<file path="config.mk">
export PLATFORM = sky130hd
export DESIGN_NAME = weighted_union_find_unit_flat
export DESIGN_NICKNAME = d
export VERILOG_FILES = /design/src/design/wuf_pkg.sv /design/src/design/wuf_req_if.sv /design/src/design/wuf_rsp_if.sv /design/src/design/wuf_ctrl.sv /design/src/design/wuf_dpath.sv /design/src/design/weighted_union_find_unit.sv /design/src/flat_wrapper.sv
export SDC_FILE = /design/constraint.sdc
export NUM_CORES = 1
export LEC_CHECK = 0
export BUFFER_PORTS_ARGS = -buffer_cell sky130_fd_sc_hd__buf_2
export CAP_MARGIN = 20
export CORE_MARGIN = 2
export CORE_UTILIZATION = 63
export DETAILED_ROUTE_END_ITERATION = 12
export GPL_TIMING_DRIVEN = 0
export HOLD_SLACK_MARGIN = 0.03
export MAX_ROUTING_LAYER = met4
export PLACE_DENSITY = 0.77
export SKIP_CTS_REPAIR_TIMING = 1
export SYNTH_ARGS = -nofsm -noshare
export SYNTH_HDL_FRONTEND = slang
export SYNTH_SLANG_ARGS = --single-unit
</file>
<file path="constraint.sdc">
create_clock -name i_clk -period 4.6 [get_ports i_clk]
set_input_delay 0.69 -clock i_clk [delete_from_list [all_inputs] [get_ports i_clk]]
set_output_delay 0.69 -clock i_clk [all_outputs]
set_load 0.03 [all_outputs]
</file>
<file path="src/design/wuf_pkg.sv">
// Shared types and constants for the weighted union-find unit.
package wuf_pkg;

    localparam int IDX_W     = 5;
    localparam int IDX_COUNT = 32;
    localparam int SIZE_W    = 6;
    localparam int MODE_W    = 2;

    localparam logic [SIZE_W-1:0] SIZE_ONE = SIZE_W'(1);
    localparam logic [SIZE_W-1:0] SIZE_SAT = SIZE_W'(63);

    localparam logic [MODE_W-1:0] MODE_UNION   = 2'd0;
    localparam logic [MODE_W-1:0] MODE_CONNECT = 2'd1;
    localparam logic [MODE_W-1:0] MODE_FIND    = 2'd2;

    typedef enum logic [2:0] {
        S_IDLE,
        S_WALK_A,
        S_WALK_B,
        S_LINK,
        S_EMIT
    } t_state;

    // controller -> datapath
    typedef struct packed {
        logic start;   // request beat taken, begin walk of index_a
        logic walk;    // advance current walk by one link
        logic cap_a;   // first walk done: latch root_a, start walk of index_b
        logic cap_b;   // second walk done: latch root_b
        logic link;    // apply link and size update
        logic emit;    // load result register
    } t_cmd;

    // datapath -> controller
    typedef struct packed {
        logic walk_done;
        logic find_mode;
        logic out_free;
    } t_sts;

endpackage

</file>
<file path="src/design/wuf_req_if.sv">
// Request channel: mode and two element indices.
interface wuf_req_if;
    logic                             valid;
    logic                             ready;
    logic [wuf_pkg::MODE_W-1:0]       mode;
    logic [wuf_pkg::IDX_W-1:0]        index_a;
    logic [wuf_pkg::IDX_W-1:0]        index_b;

    modport source (output valid, mode, index_a, index_b, input ready);
    modport sink   (input valid, mode, index_a, index_b, output ready);
endinterface

</file>
<file path="src/design/wuf_rsp_if.sv">
// Response channel: roots and set flags.
interface wuf_rsp_if;
    logic                             valid;
    logic                             ready;
    logic [wuf_pkg::IDX_W-1:0]        root_a;
    logic [wuf_pkg::IDX_W-1:0]        root_b;
    logic                             same_set;
    logic                             merged;

    modport source (output valid, root_a, root_b, same_set, merged, input ready);
    modport sink   (input valid, root_a, root_b, same_set, merged, output ready);
endinterface

</file>
<file path="src/design/wuf_ctrl.sv">
// Sequencer for request intake, two root walks, link update and result hand-off.
module wuf_ctrl (
    input  logic            i_clk,
    input  logic            i_rst_n,
    input  logic            i_in_valid,
    input  wuf_pkg::t_sts   i_sts,
    output logic            o_in_ready,
    output wuf_pkg::t_cmd   o_cmd
);

    wuf_pkg::t_state r_state;
    wuf_pkg::t_state n_state;

    always_ff @(posedge i_clk) begin
        if (!i_rst_n) begin
            r_state <= wuf_pkg::S_IDLE;
        end else begin
            r_state <= n_state;
        end
    end

    always_comb begin
        n_state = r_state;
        case (r_state)
            wuf_pkg::S_IDLE: begin
                if (i_in_valid) n_state = wuf_pkg::S_WALK_A;
            end
            wuf_pkg::S_WALK_A: begin
                if (i_sts.walk_done) begin
                    n_state = i_sts.find_mode ? wuf_pkg::S_EMIT : wuf_pkg::S_WALK_B;
                end
            end
            wuf_pkg::S_WALK_B: begin
                if (i_sts.walk_done) n_state = wuf_pkg::S_LINK;
            end
            wuf_pkg::S_LINK: begin
                n_state = wuf_pkg::S_EMIT;
            end
            wuf_pkg::S_EMIT: begin
                if (i_sts.out_free) n_state = wuf_pkg::S_IDLE;
            end
            default: begin
                n_state = wuf_pkg::S_IDLE;
            end
        endcase
    end

    always_comb begin
        o_in_ready = 1'b0;
        o_cmd      = '0;
        case (r_state)
            wuf_pkg::S_IDLE: begin
                o_in_ready  = 1'b1;
                o_cmd.start = i_in_valid;
            end
            wuf_pkg::S_WALK_A: begin
                o_cmd.walk  = !i_sts.walk_done;
                o_cmd.cap_a = i_sts.walk_done;
            end
            wuf_pkg::S_WALK_B: begin
                o_cmd.walk  = !i_sts.walk_done;
                o_cmd.cap_b = i_sts.walk_done;
            end
            wuf_pkg::S_LINK: begin
                o_cmd.link = 1'b1;
            end
            wuf_pkg::S_EMIT: begin
                o_cmd.emit = i_sts.out_free;
            end
            default: begin
                o_in_ready = 1'b0;
            end
        endcase
    end

endmodule

</file>
<file path="src/design/wuf_dpath.sv">
// Parent and size tables, walk pointer, link update and result register.
module wuf_dpath #(
    parameter int NUM_ELEMENTS = 32
) (
    input  logic                          i_clk,
    input  logic                          i_rst_n,
    input  wuf_pkg::t_cmd                 i_cmd,
    output wuf_pkg::t_sts                 o_sts,
    input  logic [wuf_pkg::MODE_W-1:0]    i_mode,
    input  logic [wuf_pkg::IDX_W-1:0]     i_index_a,
    input  logic [wuf_pkg::IDX_W-1:0]     i_index_b,
    input  logic                          i_out_ready,
    output logic                          o_out_valid,
    output logic [wuf_pkg::IDX_W-1:0]     o_root_a,
    output logic [wuf_pkg::IDX_W-1:0]     o_root_b,
    output logic                          o_same_set,
    output logic                          o_merged
);

    localparam int IW    = wuf_pkg::IDX_W;
    localparam int ZW    = wuf_pkg::SIZE_W;
    // only indices reachable through the index fields need storage
    localparam int DEPTH = (NUM_ELEMENTS < wuf_pkg::IDX_COUNT) ? NUM_ELEMENTS
                                                               : wuf_pkg::IDX_COUNT;
    localparam int AW    = $clog2(DEPTH);
    localparam int SW    = $clog2(NUM_ELEMENTS + 1);
    localparam logic [IW:0]   DEPTH_X   = (IW + 1)'(DEPTH);
    localparam logic [SW-1:0] STEP_LIM  = SW'(NUM_ELEMENTS);

    logic [IW-1:0] r_par_mem  [DEPTH];
    logic [ZW-1:0] r_size_mem [DEPTH];
    logic [DEPTH-1:0] r_par_vld;
    logic [DEPTH-1:0] r_size_vld;

    logic [IW-1:0] r_rd_par;
    logic [ZW-1:0] r_rd_size;
    logic          r_rd_pvld;
    logic          r_rd_svld;

    logic [wuf_pkg::MODE_W-1:0] r_mode;
    logic [IW-1:0] r_b;
    logic [IW-1:0] r_cur;
    logic [SW-1:0] r_steps;
    logic [IW-1:0] r_ra;
    logic [IW-1:0] r_rb;
    logic [ZW-1:0] r_size_a;
    logic [ZW-1:0] r_size_b;

    logic          r_out_valid;
    logic [IW-1:0] r_out_root_a;
    logic [IW-1:0] r_out_root_b;
    logic          r_out_same;
    logic          r_out_merged;

    logic [IW-1:0] rd_addr;
    logic          rd_inr;
    logic [IW-1:0] par_q;
    logic [ZW-1:0] size_q;
    logic          walk_done;
    logic          is_find;
    logic          do_merge;
    logic          a_smaller;
    logic [ZW:0]   sum_w;
    logic [ZW-1:0] sum_sat;
    logic [IW-1:0] win_root;
    logic [IW-1:0] lose_root;

    // entries never written read as their reset value
    assign par_q     = r_rd_pvld ? r_rd_par  : r_cur;
    assign size_q    = r_rd_svld ? r_rd_size : wuf_pkg::SIZE_ONE;
    assign walk_done = (par_q == r_cur) || (r_steps == STEP_LIM);
    assign is_find   = (r_mode == wuf_pkg::MODE_FIND);

    always_comb begin
        if (i_cmd.start) begin
            rd_addr = i_index_a;
        end else if (i_cmd.cap_a) begin
            rd_addr = r_b;
        end else begin
            rd_addr = par_q;
        end
    end
    assign rd_inr = ({1'b0, rd_addr} < DEPTH_X);

    assign do_merge  = (r_mode == wuf_pkg::MODE_UNION) && (r_ra != r_rb)
                       && ({1'b0, r_ra} < DEPTH_X) && ({1'b0, r_rb} < DEPTH_X);
    assign a_smaller = (r_size_a < r_size_b);
    assign sum_w     = {1'b0, r_size_a} + {1'b0, r_size_b};
    assign sum_sat   = (sum_w > {1'b0, wuf_pkg::SIZE_SAT}) ? wuf_pkg::SIZE_SAT
                                                            : sum_w[ZW-1:0];
    assign win_root  = a_smaller ? r_rb : r_ra;
    assign lose_root = a_smaller ? r_ra : r_rb;

    // registered table read, one link per cycle
    always_ff @(posedge i_clk) begin
        r_rd_par  <= r_par_mem[rd_addr[AW-1:0]];
        r_rd_size <= r_size_mem[rd_addr[AW-1:0]];
        r_rd_pvld <= rd_inr && r_par_vld[rd_addr[AW-1:0]];
        r_rd_svld <= rd_inr && r_size_vld[rd_addr[AW-1:0]];
    end

    always_ff @(posedge i_clk) begin
        if (i_cmd.link && do_merge) begin
            r_par_mem[lose_root[AW-1:0]] <= win_root;
            r_size_mem[win_root[AW-1:0]] <= sum_sat;
        end
    end

    always_ff @(posedge i_clk) begin
        if (!i_rst_n) begin
            r_par_vld  <= '0;
            r_size_vld <= '0;
        end else if (i_cmd.link && do_merge) begin
            r_par_vld[lose_root[AW-1:0]] <= 1'b1;
            r_size_vld[win_root[AW-1:0]] <= 1'b1;
        end
    end

    always_ff @(posedge i_clk) begin
        if (i_cmd.start) begin
            r_mode  <= i_mode;
            r_b     <= i_index_b;
            r_cur   <= i_index_a;
            r_steps <= '0;
        end else if (i_cmd.walk) begin
            r_cur   <= par_q;
            r_steps <= r_steps + SW'(1);
        end else if (i_cmd.cap_a) begin
            r_ra     <= r_cur;
            r_size_a <= size_q;
            r_cur    <= r_b;
            r_steps  <= '0;
        end else if (i_cmd.cap_b) begin
            r_rb     <= r_cur;
            r_size_b <= size_q;
        end
    end

    always_ff @(posedge i_clk) begin
        if (!i_rst_n) begin
            r_out_valid <= 1'b0;
        end else if (i_cmd.emit) begin
            r_out_valid <= 1'b1;
        end else if (i_out_ready) begin
            r_out_valid <= 1'b0;
        end
    end

    always_ff @(posedge i_clk) begin
        if (i_cmd.emit) begin
            r_out_root_a <= r_ra;
            r_out_root_b <= is_find ? '0 : r_rb;
            r_out_same   <= !is_find && (r_ra == r_rb);
            r_out_merged <= !is_find && do_merge;
        end
    end

    assign o_sts.walk_done = walk_done;
    assign o_sts.find_mode = is_find;
    assign o_sts.out_free  = !r_out_valid || i_out_ready;

    assign o_out_valid = r_out_valid;
    assign o_root_a    = r_out_root_a;
    assign o_root_b    = r_out_root_b;
    assign o_same_set  = r_out_same;
    assign o_merged    = r_out_merged;

endmodule

</file>
<file path="src/design/weighted_union_find_unit.sv">
// A request walks from index_a to its root, then from index_b to its root, then applies
// the link update and loads the result; a find request skips the second walk and the link.
// Throughput: one request at a time; the next beat is taken the cycle after the result
// is loaded. The walk is bound by the parent table's registered read, one link a cycle.
// Reset clears control state and the per-entry valid bits, so every parent reads as
// itself and every size as one at once; no clearing pass.
module weighted_union_find_unit #(
    parameter int NUM_ELEMENTS = 32
) (
    input  logic       i_clk,
    input  logic       i_rst_n,
    wuf_req_if.sink    i_req,
    wuf_rsp_if.source  o_rsp
);

    wuf_pkg::t_cmd w_cmd;
    wuf_pkg::t_sts w_sts;

    wuf_ctrl u_ctrl (
        .i_clk      (i_clk),
        .i_rst_n    (i_rst_n),
        .i_in_valid (i_req.valid),
        .i_sts      (w_sts),
        .o_in_ready (i_req.ready),
        .o_cmd      (w_cmd)
    );

    wuf_dpath #(
        .NUM_ELEMENTS (NUM_ELEMENTS)
    ) u_dpath (
        .i_clk       (i_clk),
        .i_rst_n     (i_rst_n),
        .i_cmd       (w_cmd),
        .o_sts       (w_sts),
        .i_mode      (i_req.mode),
        .i_index_a   (i_req.index_a),
        .i_index_b   (i_req.index_b),
        .i_out_ready (o_rsp.ready),
        .o_out_valid (o_rsp.valid),
        .o_root_a    (o_rsp.root_a),
        .o_root_b    (o_rsp.root_b),
        .o_same_set  (o_rsp.same_set),
        .o_merged    (o_rsp.merged)
    );

    // one request in flight: no beat right after a beat
    a_busy_after_beat: assert property (@(posedge i_clk) disable iff (!i_rst_n)
        i_req.valid && i_req.ready |=> !i_req.ready)
        else $error("request taken while previous one in progress");

    // link update only follows completion of the second walk
    a_link_after_walk: assert property (@(posedge i_clk) disable iff (!i_rst_n)
        w_cmd.link |-> $past(w_cmd.cap_b))
        else $error("link update without finished root walk");

    // a merge always joins two distinct roots
    a_merge_distinct: assert property (@(posedge i_clk) disable iff (!i_rst_n)
        o_rsp.valid && o_rsp.merged |-> !o_rsp.same_set && (o_rsp.root_a != o_rsp.root_b))
        else $error("merge reported for equal roots");

endmodule
</file>
<file path="src/flat_wrapper.sv">
// flat-port wrapper written by rule: the top's interface ports become plain ports
module weighted_union_find_unit_flat 
#(
    parameter int NUM_ELEMENTS = 32
)
  (i_clk, i_rst_n, i_req_valid, i_req_mode, i_req_index_a, i_req_index_b, i_req_ready, o_rsp_valid, o_rsp_root_a, o_rsp_root_b, o_rsp_same_set, o_rsp_merged, o_rsp_ready);
  wuf_req_if i_req_i ();
  wuf_rsp_if o_rsp_i ();
  input  logic i_clk;
  input  logic i_rst_n;
  input wire logic [$bits(i_req_i.valid)-1:0] i_req_valid;
  input wire logic [$bits(i_req_i.mode)-1:0] i_req_mode;
  input wire logic [$bits(i_req_i.index_a)-1:0] i_req_index_a;
  input wire logic [$bits(i_req_i.index_b)-1:0] i_req_index_b;
  output wire logic [$bits(i_req_i.ready)-1:0] i_req_ready;
  output wire logic [$bits(o_rsp_i.valid)-1:0] o_rsp_valid;
  output wire logic [$bits(o_rsp_i.root_a)-1:0] o_rsp_root_a;
  output wire logic [$bits(o_rsp_i.root_b)-1:0] o_rsp_root_b;
  output wire logic [$bits(o_rsp_i.same_set)-1:0] o_rsp_same_set;
  output wire logic [$bits(o_rsp_i.merged)-1:0] o_rsp_merged;
  input wire logic [$bits(o_rsp_i.ready)-1:0] o_rsp_ready;
  assign i_req_i.valid = i_req_valid;
  assign i_req_i.mode = i_req_mode;
  assign i_req_i.index_a = i_req_index_a;
  assign i_req_i.index_b = i_req_index_b;
  assign i_req_ready = i_req_i.ready;
  assign o_rsp_valid = o_rsp_i.valid;
  assign o_rsp_root_a = o_rsp_i.root_a;
  assign o_rsp_root_b = o_rsp_i.root_b;
  assign o_rsp_same_set = o_rsp_i.same_set;
  assign o_rsp_merged = o_rsp_i.merged;
  assign o_rsp_i.ready = o_rsp_ready;
  weighted_union_find_unit #(.NUM_ELEMENTS(NUM_ELEMENTS)) u_core (.i_clk(i_clk), .i_rst_n(i_rst_n), .i_req(i_req_i), .o_rsp(o_rsp_i));
endmodule
</file>
==> impl_metrics.ini <==
[route]
vias_per_cell = 6.51
wl_per_cell_microns = 25.9
routed_wl_microns = 48500
postRouteAntennaNets = 0
drtPass1Iterations = 6
vias = 12200
drc = 0
drt_iter0_markers = 1483

[placement]
hpwl_microns = 32600
portBuffers = 28
placed_cells = 1769
gp_congestion = 0.966

[timing]
slew_violations = 0
fin_crit_sh = 0.966
timing.fmax_mhz = 225
rsz0062_at_grt = false
setup_viol = 0
finalClockSkew_ns = 0.0180
fin_crit_ns = 4.44
worst_slew_pin_slew_ns = 1.11
tns_ns = 0
slew_headroom = 0.255
finalHoldViolCount = 0

[clock_tree]
cts_buffers = 48
clock_latency_ns = 0.55
ctsLongestPathBuffers = 3
cts_root_buffer = clkbuf_16
clock_sinks = 485
ctsHtreeMaxLevel = 2
cts_tree = done
path_clk_slew_ns = 0.06

[global_route]
grt_pass1_wl_microns = 71800
antenna_found_initial = 0
gr-total-overflow = 0
grt_max_degree = 41
grtUsageMet2 = 0.472
grt_pass1_vias = 12100
met1_usage = 0.395
top_usage_layer = met2
track_usage = 0.305
met3_usage = 0.0615

[synth]
synth_area_leaders = edfxtp_1 (60%), mux2i_1 (11%), dfxtp_1 (8.8%), o22ai_1 (3.1%), o21a_1 (2.1%)
synth_edf_count = 398
synth.avg_cell_area_sq_um = 14.8
synth_nets = 1370
netlist_area_sq_um = 19800
ys_warn_count = 0
syn_inst = 1339
yosys_most_used_dff = edfxtp_1
yosysTopAreaCell = edfxtp_1
ys_seq_area_frac = 0.692
synth_seq_cells = 485
ys_async_sr_fraction = 0
synth_cell_types = 65
synth_top_area_frac = 0.604

[finish]
syn_to_final_growth_pct = 12.4
diodes = 0
drive_gt1_frac = 0.145
layout_commonest_cell = edfxtp_1
final_cell_mix = edfxtp_1 (398), mux2i_1 (218), o22ai_1 (99)
nets = 1471
finalNonFillerCells = 1874

[power]
p_leak_nw = 8.04
p_per_area_nw_per_um2 = 562
ir_drop_mv = 0.442

[worst_setup_path]
start_kind = flip-flop
worst-setup-path-type = flip-flop to flip-flop
cp-end-kind = flip-flop
worstPathMaxFanout = 18
cp.arrival_ns = 4.82
worstPathRequired_ns = 4.97

[die]
floorplan.die_area_sq_um = 32900
ios = 30
die_y_microns = 181
fp.dieW_microns = 181
core_area_sq_um = 30700
start_util = 0.644
rows = 64

[job]
drv_cap = 0

[outcome]
status = finished clean

[hold_path]
min_path_type = input pin to flip-flop
## kinds of logic (layout without fill, tap and decap cells)
kind of cell             count (synthesis)  count (layout)  synth area share
buffers and inverters                  118             257            0.0277
multiplexers                           224             224             0.114
AND/OR/NAND/NOR                        221             221            0.0616
XOR/XNOR                                13              13           0.00575
AO/OA/AOI/OAI                          263             263            0.0900
flip-flops                             485             485             0.692
adder cells (fa/ha/maj)                 15              15           0.00986
## path summary, 6_finish.rpt
check,from,end,slack [ns],cells past startpoint
max reg2reg,u_core.u_dpath.r_steps[0],u_core.u_dpath.r_rd_par[2],0.16,12
min,i_req_index_b[0],u_core.u_dpath.r_b[0],0.31,1
max,u_core.u_dpath.r_steps[0],u_core.u_dpath.r_rd_par[2],0.16,12
min reg2reg,u_core.u_dpath.r_size_vld[27],u_core.u_dpath.r_size_vld[27],0.45,2
## sequential cells by signal, indices dropped and copies added (netlist names), 6 cells and up
name,cells
u_core.u_dpath.r_size_a,6
u_core.u_dpath.r_size_b,6
u_core.u_dpath.r_steps,6
u_core.u_dpath.r_size_mem,192
u_core.u_dpath.r_par_vld,32
u_core.u_dpath.r_par_mem,160
u_core.u_dpath.r_size_vld,32
u_core.u_dpath.r_rd_size,6
## routing by layer
metal,part of all wire,routed length (microns)
met5,0,0
met4,0.047,2280
met3,0.092,4480
met2,0.46,22600
met1,0.40,19200
## per-stage QoR
step                 util  instance area [sq um]  power, mW  hold slack [ns]  setup slack, ns
floorplan               -                  19800       7.45            0.424            0.894
global placement    0.665                  20400       8.55            0.433           -0.263
detailed placement  0.667                  20500       8.64            0.444           -0.363
CTS                 0.718                  22100       12.4            0.302           -0.361
global route        0.724                  22300       12.8            0.306           0.0815
finish              0.724                  22300       12.5            0.314            0.158
## worst max-delay path, cell delays in order, from the launching register on
cell	delay (ns)
dfxtp_1	0.42
inv_1	0.07
ha_1	0.18
nor4b_1	0.14
a21boi_1	0.40
o22ai_4	0.30
a221oi_2	0.42
buf_2	0.33
buf_2	0.48
mux2i_1	0.28
o22ai_1	0.13
nor4_1	0.93
mux2i_1	0.19
## where the power goes
group	switching [mW]	leakage (nW)	total (mW)	internal (mW)
clock network	1.61	0.764	3.80	2.19
registers	0.0831	4.29	5.23	5.15
logic	2.36	2.99	3.47	1.11
## Yosys cell counts, types with 20 or more instances
| cell | number |
|---|---|
| nand2_1 | 22 |
| nor2_1 | 36 |
| clkbuf_1 | 26 |
| buf_2 | 36 |
| inv_1 | 45 |
| a21oi_1 | 30 |
| nor4_1 | 28 |
| o21a_1 | 56 |
| edfxtp_1 | 398 |
| o21ai_0 | 20 |
| o22ai_1 | 99 |
| mux2i_1 | 219 |
| dfxtp_1 | 87 |
| nor3_1 | 62 |
## cell type report
cell class	count	area (sq um)
plain buffers	71	372
clock buffers	65	1400
clock inverters	23	150
fillers	1975	8500
inverters	47	176
multi-input cells	736	5620
flip-flops and latches	485	13700
well taps	396	495
repair buffers	51	347
(Power assumes the default switching activity.)
